$ cat src/hw/rtl/timed_task_queue_scheduler_macros.svh
// Assertion macros shared by the timed task queue scheduler RTL.
// No dependencies; included by files that carry concurrent checks.
`ifndef TIMED_TASK_QUEUE_SCHEDULER_MACROS_SVH
`define TIMED_TASK_QUEUE_SCHEDULER_MACROS_SVH

// Same-cycle implication, disabled while reset is asserted.
`define TTQS_CHECK(lbl, clk, rst_n, ante, cons) \
    lbl: assert property (@(posedge clk) disable iff (!(rst_n)) (ante) |-> (cons)) \
        else $error("scheduler check failed");

// Next-cycle implication, disabled while reset is asserted.
`define TTQS_NEXT(lbl, clk, rst_n, ante, cons) \
    lbl: assert property (@(posedge clk) disable iff (!(rst_n)) (ante) |=> (cons)) \
        else $error("scheduler check failed");

`endif

$ cat src/hw/rtl/ttqs_pkg.sv
// Shared types and codes for the timed task queue scheduler.
// No dependencies; used by every RTL module of the block.
package ttqs_pkg;

    localparam logic [3:0] ACT_STEP        = 4'd0;
    localparam logic [3:0] ACT_AT          = 4'd1;
    localparam logic [3:0] ACT_IN          = 4'd2;
    localparam logic [3:0] ACT_NOW         = 4'd3;
    localparam logic [3:0] ACT_RESCHED_IN  = 4'd4;
    localparam logic [3:0] ACT_RESCHED_NOW = 4'd5;
    localparam logic [3:0] ACT_REMOVE      = 4'd6;
    localparam logic [3:0] ACT_STATUS      = 4'd7;
    localparam logic [3:0] ACT_DONE        = 4'd8;
    localparam logic [3:0] ACT_RESET       = 4'd9;

    localparam logic [1:0] ST_IDLE     = 2'd0;
    localparam logic [1:0] ST_ACTIVE   = 2'd1;
    localparam logic [1:0] ST_RUNNABLE = 2'd2;
    localparam logic [1:0] ST_FUTURE   = 2'd3;

    typedef struct packed {
        logic [3:0]         action;
        logic [3:0]         task_req;
        logic [31:0]        time_value;
        logic signed [31:0] delta;
        logic [31:0]        now;
    } t_in_word;

    typedef struct packed {
        logic [3:0] dispatched_task;
        logic       ran_idle;
        logic       removed;
        logic [1:0] task_status;
        logic [4:0] queued_count;
        logic       queue_empty;
        logic [3:0] next_task;
        logic       next_valid;
        logic       error;
    } t_out_word;

    typedef enum logic [2:0] {
        OP_NONE,
        OP_READ,
        OP_CALC,
        OP_UNLINK,
        OP_INSERT,
        OP_RESULT
    } t_op;

    typedef struct packed {
        logic load;
        t_op  op;
    } t_cmd;

    typedef struct packed {
        logic out_busy;
        logic ins_pend;
    } t_sts;

endpackage

$ cat src/hw/rtl/ttqs_ctrl.sv
// Sequencing state machine of the timed task queue scheduler.
// Depends on ttqs_pkg for the command and status structs.
module ttqs_ctrl (
    input  logic            i_clk,
    input  logic            i_rst_n,
    input  logic            i_in_valid,
    output logic            o_in_stall,
    input  ttqs_pkg::t_sts  i_sts,
    output ttqs_pkg::t_cmd  o_cmd
);

    typedef enum logic [2:0] {
        S_IDLE,
        S_READ,
        S_CALC,
        S_UNLINK,
        S_INSERT,
        S_FINISH
    } t_state;

    t_state r_state;

    always_ff @(posedge i_clk) begin
        if (!i_rst_n) begin
            r_state <= S_IDLE;
        end else begin
            unique case (r_state)
                S_IDLE:   if (i_in_valid) r_state <= S_READ;
                S_READ:   r_state <= S_CALC;
                S_CALC:   r_state <= S_UNLINK;
                S_UNLINK: r_state <= i_sts.ins_pend ? S_INSERT : S_FINISH;
                S_INSERT: r_state <= S_FINISH;
                S_FINISH: if (!i_sts.out_busy) r_state <= S_IDLE;
                default:  r_state <= S_IDLE;
            endcase
        end
    end

    assign o_in_stall = (r_state != S_IDLE);

    always_comb begin
        o_cmd.load = (r_state == S_IDLE) && i_in_valid;
        unique case (r_state)
            S_READ:   o_cmd.op = ttqs_pkg::OP_READ;
            S_CALC:   o_cmd.op = ttqs_pkg::OP_CALC;
            S_UNLINK: o_cmd.op = ttqs_pkg::OP_UNLINK;
            S_INSERT: o_cmd.op = ttqs_pkg::OP_INSERT;
            S_FINISH: o_cmd.op = i_sts.out_busy ? ttqs_pkg::OP_NONE : ttqs_pkg::OP_RESULT;
            default:  o_cmd.op = ttqs_pkg::OP_NONE;
        endcase
    end

endmodule

$ cat src/hw/rtl/ttqs_dp.sv
// Datapath of the timed task queue scheduler: sorted cell chain, due time
// memory, current task and result register. Depends on ttqs_pkg and the macros.
`include "timed_task_queue_scheduler_macros.svh"

module ttqs_dp #(
    parameter int MAX_TASKS = 16,
    parameter int TIME_BITS = 32
) (
    input  logic                i_clk,
    input  logic                i_rst_n,
    input  ttqs_pkg::t_cmd      i_cmd,
    output ttqs_pkg::t_sts      o_sts,
    input  ttqs_pkg::t_in_word  i_in_word,
    input  logic                i_cfg_we,
    input  logic [3:0]          i_cfg_data,
    output logic                o_out_valid,
    input  logic                i_out_stall,
    output ttqs_pkg::t_out_word o_out_word
);

    localparam int AW = $clog2(MAX_TASKS);
    localparam int CW = $clog2(MAX_TASKS + 1);
    localparam int TW = TIME_BITS;

    function automatic logic [AW-1:0] to_addr(input logic [3:0] id);
        return AW'(id);
    endfunction

    // Not after: wrapping difference a - b is zero or negative.
    function automatic logic t_le(input logic [TW-1:0] a, input logic [TW-1:0] b);
        logic [TW-1:0] d;
        d = a - b;
        return (d == '0) || d[TW-1];
    endfunction

    ttqs_pkg::t_in_word  r_in;
    ttqs_pkg::t_out_word r_out;
    logic                r_out_v;
    logic [TW-1:0]       r_due [MAX_TASKS];
    logic [MAX_TASKS-1:0] r_tv;
    logic [MAX_TASKS-1:0] r_qf;
    logic [TW-1:0]       r_rd;
    logic                r_rd_v;
    logic [3:0]          r_cell_id   [MAX_TASKS];
    logic [TW-1:0]       r_cell_time [MAX_TASKS];
    logic [CW-1:0]       r_count;
    logic [3:0]          r_cur_id;
    logic                r_cur_v;
    logic [3:0]          r_idle;
    logic [TW-1:0]       r_new_time;
    logic [3:0]          r_ins_id;
    logic                r_unl;
    logic                r_ins_pend;
    logic [3:0]          r_disp;
    logic                r_ran_idle;
    logic                r_removed;
    logic [1:0]          r_status;
    logic                r_err;

    logic [TW-1:0] w_now, w_tval, w_dlt, w_due, w_new_time;
    logic          w_tid_ok, w_resched, w_sched, w_head_due;
    logic [AW-1:0] w_rd_addr, w_ins_addr;
    logic [1:0]    w_status;
    logic [MAX_TASKS-1:0] w_shift, w_keep, w_prev_keep;
    logic [3:0]    w_up_id   [MAX_TASKS];
    logic [TW-1:0] w_up_time [MAX_TASKS];
    logic [3:0]    w_dn_id   [MAX_TASKS];
    logic [TW-1:0] w_dn_time [MAX_TASKS];

    assign w_now      = TW'(r_in.now);
    assign w_tval     = TW'(r_in.time_value);
    assign w_dlt      = TW'(r_in.delta);
    assign w_tid_ok   = {28'd0, r_in.task_req} < 32'(MAX_TASKS);
    assign w_resched  = (r_in.action == ttqs_pkg::ACT_RESCHED_IN) ||
                        (r_in.action == ttqs_pkg::ACT_RESCHED_NOW);
    assign w_rd_addr  = w_resched ? to_addr(r_cur_id) : to_addr(r_in.task_req);
    assign w_ins_addr = to_addr(r_ins_id);
    assign w_due      = r_rd_v ? r_rd : '0;
    assign w_head_due = (r_count != '0) && t_le(r_cell_time[0], w_now);

    always_comb begin
        unique case (r_in.action)
            ttqs_pkg::ACT_AT:         w_new_time = w_tval;
            ttqs_pkg::ACT_IN:         w_new_time = w_now + w_dlt;
            ttqs_pkg::ACT_RESCHED_IN: w_new_time = w_due + w_dlt;
            default:                  w_new_time = w_now;
        endcase
    end

    always_comb begin
        w_sched = 1'b0;
        if (r_in.action == ttqs_pkg::ACT_AT || r_in.action == ttqs_pkg::ACT_IN ||
            r_in.action == ttqs_pkg::ACT_NOW) begin
            w_sched = w_tid_ok;
        end else if (w_resched) begin
            w_sched = r_cur_v;
        end
    end

    always_comb begin
        priority if (r_cur_v && r_cur_id == r_in.task_req) begin
            w_status = ttqs_pkg::ST_ACTIVE;
        end else if (!w_tid_ok) begin
            w_status = ttqs_pkg::ST_IDLE;
        end else if (!r_qf[to_addr(r_in.task_req)]) begin
            w_status = ttqs_pkg::ST_IDLE;
        end else if (t_le(w_due, w_now)) begin
            w_status = ttqs_pkg::ST_RUNNABLE;
        end else begin
            w_status = ttqs_pkg::ST_FUTURE;
        end
    end

    // Neighbor taps of the cell chain.
    always_comb begin
        for (int i = 0; i < MAX_TASKS - 1; i++) begin
            w_up_id[i]   = r_cell_id[i+1];
            w_up_time[i] = r_cell_time[i+1];
        end
        w_up_id[MAX_TASKS-1]   = r_cell_id[MAX_TASKS-1];
        w_up_time[MAX_TASKS-1] = r_cell_time[MAX_TASKS-1];
        w_dn_id[0]   = r_ins_id;
        w_dn_time[0] = r_new_time;
        for (int i = 1; i < MAX_TASKS; i++) begin
            w_dn_id[i]   = r_cell_id[i-1];
            w_dn_time[i] = r_cell_time[i-1];
        end
    end

    // Broadcast compares: the matching cell and all after it shift down on
    // unlink; cells up to the last one not after the new time stay on insert.
    always_comb begin
        logic          hit;
        logic          keep;
        logic [TW-1:0] d;
        hit  = 1'b0;
        keep = 1'b1;
        for (int i = 0; i < MAX_TASKS; i++) begin
            if (CW'(i) < r_count && r_cell_id[i] == r_ins_id) hit = 1'b1;
            w_shift[i]     = hit;
            w_prev_keep[i] = keep;
            d    = r_new_time - r_cell_time[i];
            keep = keep && (CW'(i) < r_count) && !d[TW-1];
            w_keep[i] = keep;
        end
    end

    always_ff @(posedge i_clk) begin
        if (i_cmd.load) r_in <= i_in_word;
        if (i_cmd.op == ttqs_pkg::OP_READ) r_rd <= r_due[w_rd_addr];
        if (i_cmd.op == ttqs_pkg::OP_CALC) begin
            r_new_time <= w_new_time;
            if (w_sched) r_due[w_rd_addr] <= w_new_time;
        end
        if (i_cmd.op == ttqs_pkg::OP_UNLINK && r_unl && r_qf[w_ins_addr]) begin
            for (int i = 0; i < MAX_TASKS; i++) begin
                if (w_shift[i]) begin
                    r_cell_id[i]   <= w_up_id[i];
                    r_cell_time[i] <= w_up_time[i];
                end
            end
        end
        if (i_cmd.op == ttqs_pkg::OP_INSERT && r_ins_pend && r_count < CW'(MAX_TASKS)) begin
            for (int i = 0; i < MAX_TASKS; i++) begin
                if (!w_keep[i]) begin
                    r_cell_id[i]   <= w_prev_keep[i] ? r_ins_id   : w_dn_id[i];
                    r_cell_time[i] <= w_prev_keep[i] ? r_new_time : w_dn_time[i];
                end
            end
        end
        if (i_cmd.op == ttqs_pkg::OP_RESULT) begin
            r_out.dispatched_task <= r_disp;
            r_out.ran_idle        <= r_ran_idle;
            r_out.removed         <= r_removed;
            r_out.task_status     <= r_status;
            r_out.queued_count    <= 5'(r_count);
            r_out.queue_empty     <= (r_count == '0);
            r_out.next_task       <= (r_count != '0) ? r_cell_id[0] : 4'd0;
            r_out.next_valid      <= (r_count != '0);
            r_out.error           <= r_err;
        end
    end

    always_ff @(posedge i_clk) begin
        if (!i_rst_n) begin
            r_tv       <= '0;
            r_qf       <= '0;
            r_rd_v     <= 1'b0;
            r_count    <= '0;
            r_cur_id   <= 4'd0;
            r_cur_v    <= 1'b0;
            r_idle     <= 4'd0;
            r_out_v    <= 1'b0;
            r_ins_id   <= 4'd0;
            r_unl      <= 1'b0;
            r_ins_pend <= 1'b0;
            r_disp     <= 4'd0;
            r_ran_idle <= 1'b0;
            r_removed  <= 1'b0;
            r_status   <= ttqs_pkg::ST_IDLE;
            r_err      <= 1'b0;
        end else begin
            if (i_cfg_we) r_idle <= i_cfg_data;
            if (i_cmd.load) begin
                r_disp     <= r_idle;
                r_ran_idle <= 1'b0;
                r_removed  <= 1'b0;
                r_status   <= ttqs_pkg::ST_IDLE;
                r_err      <= 1'b0;
                r_unl      <= 1'b0;
                r_ins_pend <= 1'b0;
            end
            if (i_cmd.op == ttqs_pkg::OP_READ) r_rd_v <= r_tv[w_rd_addr];
            if (i_cmd.op == ttqs_pkg::OP_CALC) begin
                if (w_sched) r_tv[w_rd_addr] <= 1'b1;
                unique case (r_in.action)
                    ttqs_pkg::ACT_STEP: begin
                        if (w_head_due) begin
                            r_cur_id <= r_cell_id[0];
                            r_cur_v  <= 1'b1;
                            r_disp   <= r_cell_id[0];
                            r_ins_id <= r_cell_id[0];
                            r_unl    <= 1'b1;
                        end else begin
                            r_cur_v    <= 1'b0;
                            r_ran_idle <= 1'b1;
                        end
                    end
                    ttqs_pkg::ACT_AT, ttqs_pkg::ACT_IN, ttqs_pkg::ACT_NOW: begin
                        if (w_tid_ok) begin
                            r_ins_id   <= r_in.task_req;
                            r_unl      <= 1'b1;
                            r_ins_pend <= 1'b1;
                        end
                    end
                    ttqs_pkg::ACT_RESCHED_IN, ttqs_pkg::ACT_RESCHED_NOW: begin
                        if (!r_cur_v) begin
                            r_err <= 1'b1;
                        end else begin
                            r_ins_id   <= r_cur_id;
                            r_unl      <= 1'b1;
                            r_ins_pend <= 1'b1;
                        end
                    end
                    ttqs_pkg::ACT_REMOVE: begin
                        if (w_tid_ok && r_qf[to_addr(r_in.task_req)]) begin
                            r_removed <= 1'b1;
                            r_ins_id  <= r_in.task_req;
                            r_unl     <= 1'b1;
                        end
                    end
                    ttqs_pkg::ACT_STATUS: r_status <= w_status;
                    ttqs_pkg::ACT_DONE:   r_cur_v <= 1'b0;
                    ttqs_pkg::ACT_RESET: begin
                        r_qf    <= '0;
                        r_count <= '0;
                        r_cur_v <= 1'b0;
                    end
                    default: ;
                endcase
            end
            if (i_cmd.op == ttqs_pkg::OP_UNLINK && r_unl && r_qf[w_ins_addr]) begin
                r_count          <= r_count - 1'b1;
                r_qf[w_ins_addr] <= 1'b0;
            end
            if (i_cmd.op == ttqs_pkg::OP_INSERT && r_ins_pend && r_count < CW'(MAX_TASKS)) begin
                r_count          <= r_count + 1'b1;
                r_qf[w_ins_addr] <= 1'b1;
            end
            if (i_cmd.op == ttqs_pkg::OP_RESULT) begin
                r_out_v <= 1'b1;
            end else if (r_out_v && !i_out_stall) begin
                r_out_v <= 1'b0;
            end
        end
    end

    assign o_sts.out_busy = r_out_v && i_out_stall;
    assign o_sts.ins_pend = r_ins_pend;
    assign o_out_valid    = r_out_v;
    assign o_out_word     = r_out;

    `TTQS_CHECK(a_count_matches_flags, i_clk, i_rst_n, 1'b1, $countones(r_qf) == int'(r_count))
    `TTQS_NEXT(a_insert_sets_flag, i_clk, i_rst_n, i_cmd.op == ttqs_pkg::OP_INSERT && r_ins_pend && r_count < CW'(MAX_TASKS), r_qf[$past(w_ins_addr)])
    `TTQS_NEXT(a_unlink_clears_flag, i_clk, i_rst_n, i_cmd.op == ttqs_pkg::OP_UNLINK && r_unl, !r_qf[$past(w_ins_addr)])

endmodule

$ cat src/hw/rtl/timed_task_queue_scheduler.sv
// Top level of the timed task queue scheduler.
// Depends on ttqs_pkg, ttqs_ctrl and ttqs_dp.
//
// Channel  | Direction | Handshake                | Word
// ---------+-----------+--------------------------+----------------------------
// input    | in        | i_in_valid / o_in_stall  | i_in_word (t_in_word)
// result   | out       | o_out_valid / i_out_stall| o_out_word (t_out_word)
// config   | in        | i_cfg_valid / o_cfg_ready| i_cfg_data (idle task id)
//
// One word is processed at a time. The result register loads after the read,
// compute, unlink and finish steps, with an insert step before finish when a task
// is inserted; the single-port due-time memory read and the one-cell-chain pass
// per unlink or insert set these steps. The next word can be accepted the cycle
// after the result loads. A new word is accepted even while the previous result
// is stalled; its own finish step then waits until that result has left.
// Reset is synchronous and active low; it empties the queue and clears the
// current task. The config port is always ready.
module timed_task_queue_scheduler #(
    parameter int MAX_TASKS = 16,
    parameter int TIME_BITS = 32
) (
    input  logic                i_clk,
    input  logic                i_rst_n,
    input  logic                i_in_valid,
    output logic                o_in_stall,
    input  ttqs_pkg::t_in_word  i_in_word,
    output logic                o_out_valid,
    input  logic                i_out_stall,
    output ttqs_pkg::t_out_word o_out_word,
    input  logic                i_cfg_valid,
    output logic                o_cfg_ready,
    input  logic [3:0]          i_cfg_data
);

    ttqs_pkg::t_cmd w_cmd;
    ttqs_pkg::t_sts w_sts;

    // The idle id register is written whenever the config word arrives.
    assign o_cfg_ready = 1'b1;

    // The controller steps the datapath through each word's phases.
    ttqs_ctrl u_ctrl (
        .i_clk      (i_clk),
        .i_rst_n    (i_rst_n),
        .i_in_valid (i_in_valid),
        .o_in_stall (o_in_stall),
        .i_sts      (w_sts),
        .o_cmd      (w_cmd)
    );

    // The datapath holds the sorted cell chain, due times and the result word.
    ttqs_dp #(
        .MAX_TASKS (MAX_TASKS),
        .TIME_BITS (TIME_BITS)
    ) u_dp (
        .i_clk       (i_clk),
        .i_rst_n     (i_rst_n),
        .i_cmd       (w_cmd),
        .o_sts       (w_sts),
        .i_in_word   (i_in_word),
        .i_cfg_we    (i_cfg_valid && o_cfg_ready),
        .i_cfg_data  (i_cfg_data),
        .o_out_valid (o_out_valid),
        .i_out_stall (i_out_stall),
        .o_out_word  (o_out_word)
    );

endmodule
$ cat config.mk
export PLATFORM = sky130hd
export DESIGN_NAME = timed_task_queue_scheduler
export DESIGN_NICKNAME = d
export VERILOG_FILES = /design/src/hw/rtl/ttqs_pkg.sv /design/src/hw/rtl/ttqs_ctrl.sv /design/src/hw/rtl/ttqs_dp.sv /design/src/hw/rtl/timed_task_queue_scheduler.sv
export VERILOG_INCLUDE_DIRS = /design/src /design/src/hw/rtl
export SDC_FILE = /design/constraint.sdc
export NUM_CORES = 2
export LEC_CHECK = 0
export BUFFER_PORTS_ARGS = -buffer_cell sky130_fd_sc_hd__buf_4
export CAP_MARGIN = 20
export CORE_UTILIZATION = 60
export CTS_BUF_LIST = sky130_fd_sc_hd__clkbuf_8
export CTS_CLUSTER_DIAMETER = 100
export DETAILED_ROUTE_END_ITERATION = 10
export HOLD_SLACK_MARGIN = 0.1
export PLACE_DENSITY_LB_ADDON = 0.25
export SLEW_MARGIN = 15
export SYNTH_ARGS = -nofsm -noshare
export SYNTH_HDL_FRONTEND = slang
export SYNTH_HIERARCHICAL = 1
export SYNTH_SLANG_ARGS = --single-unit
export TNS_END_PERCENT = 20
$ cat constraint.sdc
create_clock -name i_clk -period 7.55 [get_ports i_clk]
set_input_delay 0.3775 -clock i_clk [delete_from_list [all_inputs] [get_ports i_clk]]
set_output_delay 0.3775 -clock i_clk [all_outputs]
set_load 0.01 [all_outputs]
**Word-level counts from Yosys, hierarchy flattened**

Memories as Yosys holds them, arrays and structs flattened. A register that Yosys moved wholly into a read port is not among the register bits.
Cells that the tools add are included.

- Flip-flop bits (word level): 222
- Bits in writable memories: 1088
- Input bits: 113
- Output and inout bits: 23
- Word-level logic and storage cells: 505
- Memories: 3

- Add/sub/neg operators: 22
- $lt $le $gt $ge: 22
- Equality and inequality tests: 41
- Multiplexer cells: 248
- Bitwise logic cells: 36
- Reduce and logical (&&, ||, !) cells: 101

Memory list:

| name | words | bits a word | read ports | clocked after memory_dff | wr ports | RTL line | source |
|---|---|---|---|---|---|---|---|
| u_dp.r_cell_time | 16 | 32 | 16 | 0 | 16 | ttqs_dp.sv:45 | `logic [TW-1:0] r_cell_time [MAX_TASKS];` |
| u_dp.r_due | 16 | 32 | 1 | 1 | 1 | ttqs_dp.sv:39 | `logic [TW-1:0] r_due [MAX_TASKS];` |
| u_dp.r_cell_id | 16 | 4 | 16 | 0 | 16 | ttqs_dp.sv:44 | `logic [3:0] r_cell_id [MAX_TASKS];` |

Operator list:

| kind | number |
|---|---|
| $mux W32 | 32 |
| $sub A32 B32 Y32 | 18 |
| $mux W4 | 39 |
| $mux W1 | 147 |
| $mux W16 | 6 |
| $pmux W32 S3 | 1 |
| $eq A4 B4 Y1 | 17 |
| $add A32 B32 Y32 | 2 |
| $logic_not A32 Y1 | 2 |
| $logic_and A1 B1 Y1 | 58 |
| $lt A4 B5 Y1 const A | 8 |
| $or A1 B1 Y1 | 32 |
| $or A16 B16 Y16 | 2 |
| $lt A3 B5 Y1 const A | 4 |
| $mux W5 | 4 |
| $pmux W3 S6 | 1 |
| $logic_not A1 Y1 | 17 |
| $and A16 B16 Y16 | 1 |
| $eq A4 B3 Y1 const B | 4 |
| $not A16 Y16 | 1 |
| $pmux W4 S4 | 1 |
| $lt A4 B5 Y1 const B | 3 |
| $pmux W3 S5 | 1 |
| $bmux W1 S4 | 3 |
| 32 further kinds | 66 |

**Longest topological paths before layout**

An unclocked memory read counts as a cell.

- Depth in word-level cells: 38
- Gate-level depth with buffers: 20
- Depth with buffers taken out: 18

**By module**

Netlist, hierarchy kept.

Modules (own cells, without submodules):

| module | times used | cells each | area an instance (sq um) | sequential area each (sq um) |
|---|---|---|---|---|
| ttqs_dp | 1 | 6659 | 76438.3 | 39578.0 |
| ttqs_ctrl | 1 | 23 | 188.9 | 60.1 |
| timed_task_queue_scheduler | 1 | 2 | 11.3 | 0.0 |

**Least setup slack after synthesis**

Ideal clock, no wire load.

- Kind: reg2reg
- From: reg u_ctrl.r_state[0]
- To: reg u_dp.r_status[1]
- Library setup time: 122 ps
- Arrival: 6492 ps
- Required time: 7428 ps
- Setup slack: 936 ps
- Stages on the path, launching flop included: 7
- Path buffers: 1
- Clock period less this slack: 6614 ps
- Cell sequence: dfxtp_1 > buf_6 > or3_4 > nor2_1 > inv_1 > a32oi_1 > nor2b_1

RTL lines:

| what | RTL line | source |
|---|---|---|
| start: declaration | ttqs_ctrl.sv:21 | `t_state r_state;` |
| start signal: assignment | ttqs_ctrl.sv:31 | `S_UNLINK: r_state <= i_sts.ins_pend ? S_INSERT : S_FINISH;` |
| end signal: assignment | ttqs_dp.sv:200 | `r_status <= ttqs_pkg::ST_IDLE;` |
| end signal: assignment | ttqs_dp.sv:208 | `r_status <= ttqs_pkg::ST_IDLE;` |
| end signal: assignment | ttqs_dp.sv:252 | `ttqs_pkg::ACT_STATUS: r_status <= w_status;` |
| end: declaration | ttqs_dp.sv:57 | `logic [1:0] r_status;` |

==> run summary <==
status: complete, no violations
Async S/R FF share, synth: 0%
register area share after synthesis: 51.72%
first-pass GRT wire length: 326.1 mm
top cells by area, synth: edfxtp_1 50%, ha_1 8.9%, mux2i_1 5.0%
largest family of logic cells by synthesized area: compound AO/OA/AOI/OAI gates
Post-Synth XOR/XNOR Area: 1.531%
setup TNS: 0 ns
Final Hold Viols: 0
DRC violations left: 0
Max Transition Viols Final: 0
worst skew pair latency: 0.97 ns
GP Congestion: 0.9152
average wire per standard cell: 24.04 um
nets: 7713
worst vdd ir: 0.0002480 V
Psw: 5.652 mW
global route overflow: 0
Die X: 359.4 um
P_leak: 34.45 nW
CP arrival: 6.82 ns
post-synth net total: 7346
Fmax: 159.3 MHz
antenna violations before repair: 11
Initial Util: 60.72%
Total GRT Usage: 32.80%
largest net degree at the start of global routing: 85
maxcap violations: 0
clock tree buffer depth: 3
critical path launch point type: flop
Most used DFF post-synth: edfxtp_1
final setup fails: 0
switch share: 30.01%
Comb pwr share: 19.0%
post-synthesis compound-gate area fraction: 12.12%
P_int: 13.18 mW
Slew headroom: 26.72%
EDFF count, synth: 1276
RSZ-0062 raised after global routing: false
Rows: 130
Sequential Power Share: 46.9%
post-synth cell types: 92
DR iter-0 viols: 5087
total die area: 129200 sq um
Syn Inst Count: 6684
H-tree levels: 4
Pre-antenna DRT Iters: 6
largest area contributor in the netlist: edfxtp_1
DR vias: 55.82k
Req. time, crit path: 8.09 ns
Syn Area/Cell: 11.47 sq um
Syn-to-layout area delta: 12.83%
Clk network pwr share: 34.1%
Crit Path Max Fanout: 73
Worst Skew: 0.05637 ns
crit path time final: 6.278 ns
CTS sink cnt: 1342
clock transition at the registers of the reported paths: 0.07 ns
crit path kind: reg -> reg
Synth Area in Simple Gates: 9.337%
Yosys reg bits: 1342
Cell Pwr Density: 217.8 nW/um^2
layout cells sized above 1: 13.42%
post-synth top area share: 50.00%
DRT antenna net count: 0
Worst-Margin Slew: 1.076 ns
number of post-CTS setup repair buffers: 0
Post-DP HPWL: 143.1 mm
mapped cell area: 76640 sq um
Die H: 359.4 um
CTS tree: built
CTS Buf Count: 218
vias in the first global route: 55.76k
number of synthesis warnings: 6
Vias/cell: 6.280
Post-Synth Adder-Cell Area: 8.992%
clock root buffer: clkbuf_8
mux cell area share after synthesis: 11.78%
Core ar.: 126200 sq um
port bufs: 134
Min Hold Slack: 0.1667 ns
endpoint type of the worst setup path: flop
I/O pins: 136
wirelength, routed: 213.7 mm
Period Utilization, post-route: 83.15%
Worst Hold Class: in -> reg
-- critical path, cell delays in order (launching register included) --
cell and delay [ns]:
edfxtp_1 0.72, buf_4 0.32, ha_1 0.27, a211o_1 0.36, a2111oi_0 0.48, o21bai_1 0.15
o211ai_1 0.36, a31oi_1 0.33, xnor2_1 0.28, or3_1 0.49, nor4_2 0.70, buf_4 0.28
nor2_4 0.04, buf_4 0.34, or2_2 0.71
-- final cells by class --
type | instances | area, sq um
repair buffers | 492 | 4310
multi-input cells | 4462 | 34080
fillers | 9089 | 39750
inverters | 535 | 2008
clock inverters | 171 | 1165
clock buffers | 232 | 3193
diodes | 4 | 10.01
well taps | 1650 | 2064
flip-flops and latches | 1342 | 39640
-- routing by layer --
metal  routed length [um]  track usage (%)
met5                   22                0
met4                12550            18.77
met3                14660            5.061
met2               104400            55.03
met1                82010            40.47
-- final timing paths --
check                                    startpoint                  endpoint  depth (start not counted)  slack (ns)
worst max-delay path            u_dp/r_new_time[14]  u_dp/r_cell_time[0][146]                         14        1.27
worst min register to register       u_dp/r_disp[2]       u_dp/o_out_word[18]                          0        0.43
worst max register to register  u_dp/r_new_time[14]  u_dp/r_cell_time[0][146]                         14        1.27
worst min-delay path                   i_in_word[2]             u_dp/w_now[2]                          2        0.17
-- cell usage in the layout (no fill, tap or decap), types with 232 or more instances in the layout --
master and instances:
nand2_1 425, a21oi_1 638, clkbuf_8 232, edfxtp_1 1276, buf_4 267, mux2i_1 381
o21ai_0 297, inv_1 591, nor2_1 579, ha_1 546
-- power groups by stage --
stage                     logic [mW]  clock network [mW]  registers [mW]
after global routing            3.85                6.83            8.85
after global placement          3.27                   0            8.98
after floorplan                 2.19                   0            8.92
final                           3.57                6.42            8.84
after detailed placement        3.37                   0            8.98
after CTS                       3.47                6.46            8.83
-- sequential cells by signal (all words and copies together) (netlist names), 2 cells and up --
name              count
u_dp/r_new_time      32
u_dp/r_in             8
u_dp/o_out_word      20
u_dp/r_cell_id       64
u_dp/r_cur_id         4
u_dp/r_count          5
u_dp/r_qf            16
u_dp/r_cell_time    512
u_dp/w_tval          32
u_dp/w_dlt           32
u_dp/r_due          512
u_dp/r_ins_id         4
u_ctrl/r_state        3
u_dp/w_now           32
u_dp/r_idle           4
u_dp/r_rd            32
u_dp/r_tv            16
u_dp/r_disp           4
u_dp/r_status         2
-- timing repair --
item | CTS | global route
hold buffers | 217 | 0
endpoints found under the hold margin | 170 | 0
gates resized for setup | 0 | 0
-- per-stage QoR --
step	std cells	total power [mW]	utilization, %	setup WS (ns)	instance area [sq um]
3_5_place_dp	8258	12.35	63.27	1.297	79860
4_1_cts	8878	18.76	68.44	1.276	86390
5_1_grt	8886	19.53	68.51	0.9192	86470
2_1_floorplan	6684	11.11	-	0.9357	76640
6_report	8888	18.83	68.51	1.272	86470
3_3_place_gp	8256	12.25	63.24	1.349	79830
-- synthesized netlist by cell type, types with 15 or more instances --
| master | number |
|---|---|
| a211o_1 | 18 |
| a211oi_1 | 75 |
| a21boi_0 | 15 |
| a21o_1 | 94 |
| a21oi_1 | 641 |
| a22oi_1 | 24 |
| a31oi_1 | 70 |
| a32oi_1 | 16 |
| and2_1 | 78 |
| and3_1 | 21 |
| buf_1 | 28 |
| buf_2 | 48 |
| clkbuf_1 | 250 |
| dfxtp_1 | 66 |
| edfxtp_1 | 1276 |
| ha_1 | 546 |
| inv_1 | 535 |
| mux2_2 | 90 |
| mux2_4 | 64 |
| mux2i_1 | 383 |
| mux4_2 | 143 |
| nand2_1 | 426 |
| nand2b_1 | 56 |
| nand3_1 | 67 |
| nand4_1 | 75 |
| nor2_1 | 597 |
| nor2b_1 | 61 |
| nor3_1 | 53 |
| nor4_1 | 24 |
| o2111ai_1 | 16 |
| o211ai_1 | 29 |
| o21a_1 | 51 |
| o21ai_0 | 323 |
| o21ai_1 | 39 |
| or3_1 | 21 |
| xnor2_1 | 70 |
| xor2_1 | 64 |
-- kinds of logic (layout without fill, tap and decap cells) --
logic type,count (synthesis),after routing
and+or+nand+nor,1549,1549
xor gates and xnor gates,134,134
other,1,5
buffers and inverters,880,1430
adders and majority gates,549,549
muxes,680,680
DFF,1342,1342
AOI/OAI and AO/OA,1549,1549
Note: power is estimated with default switching activity, not from simulation.
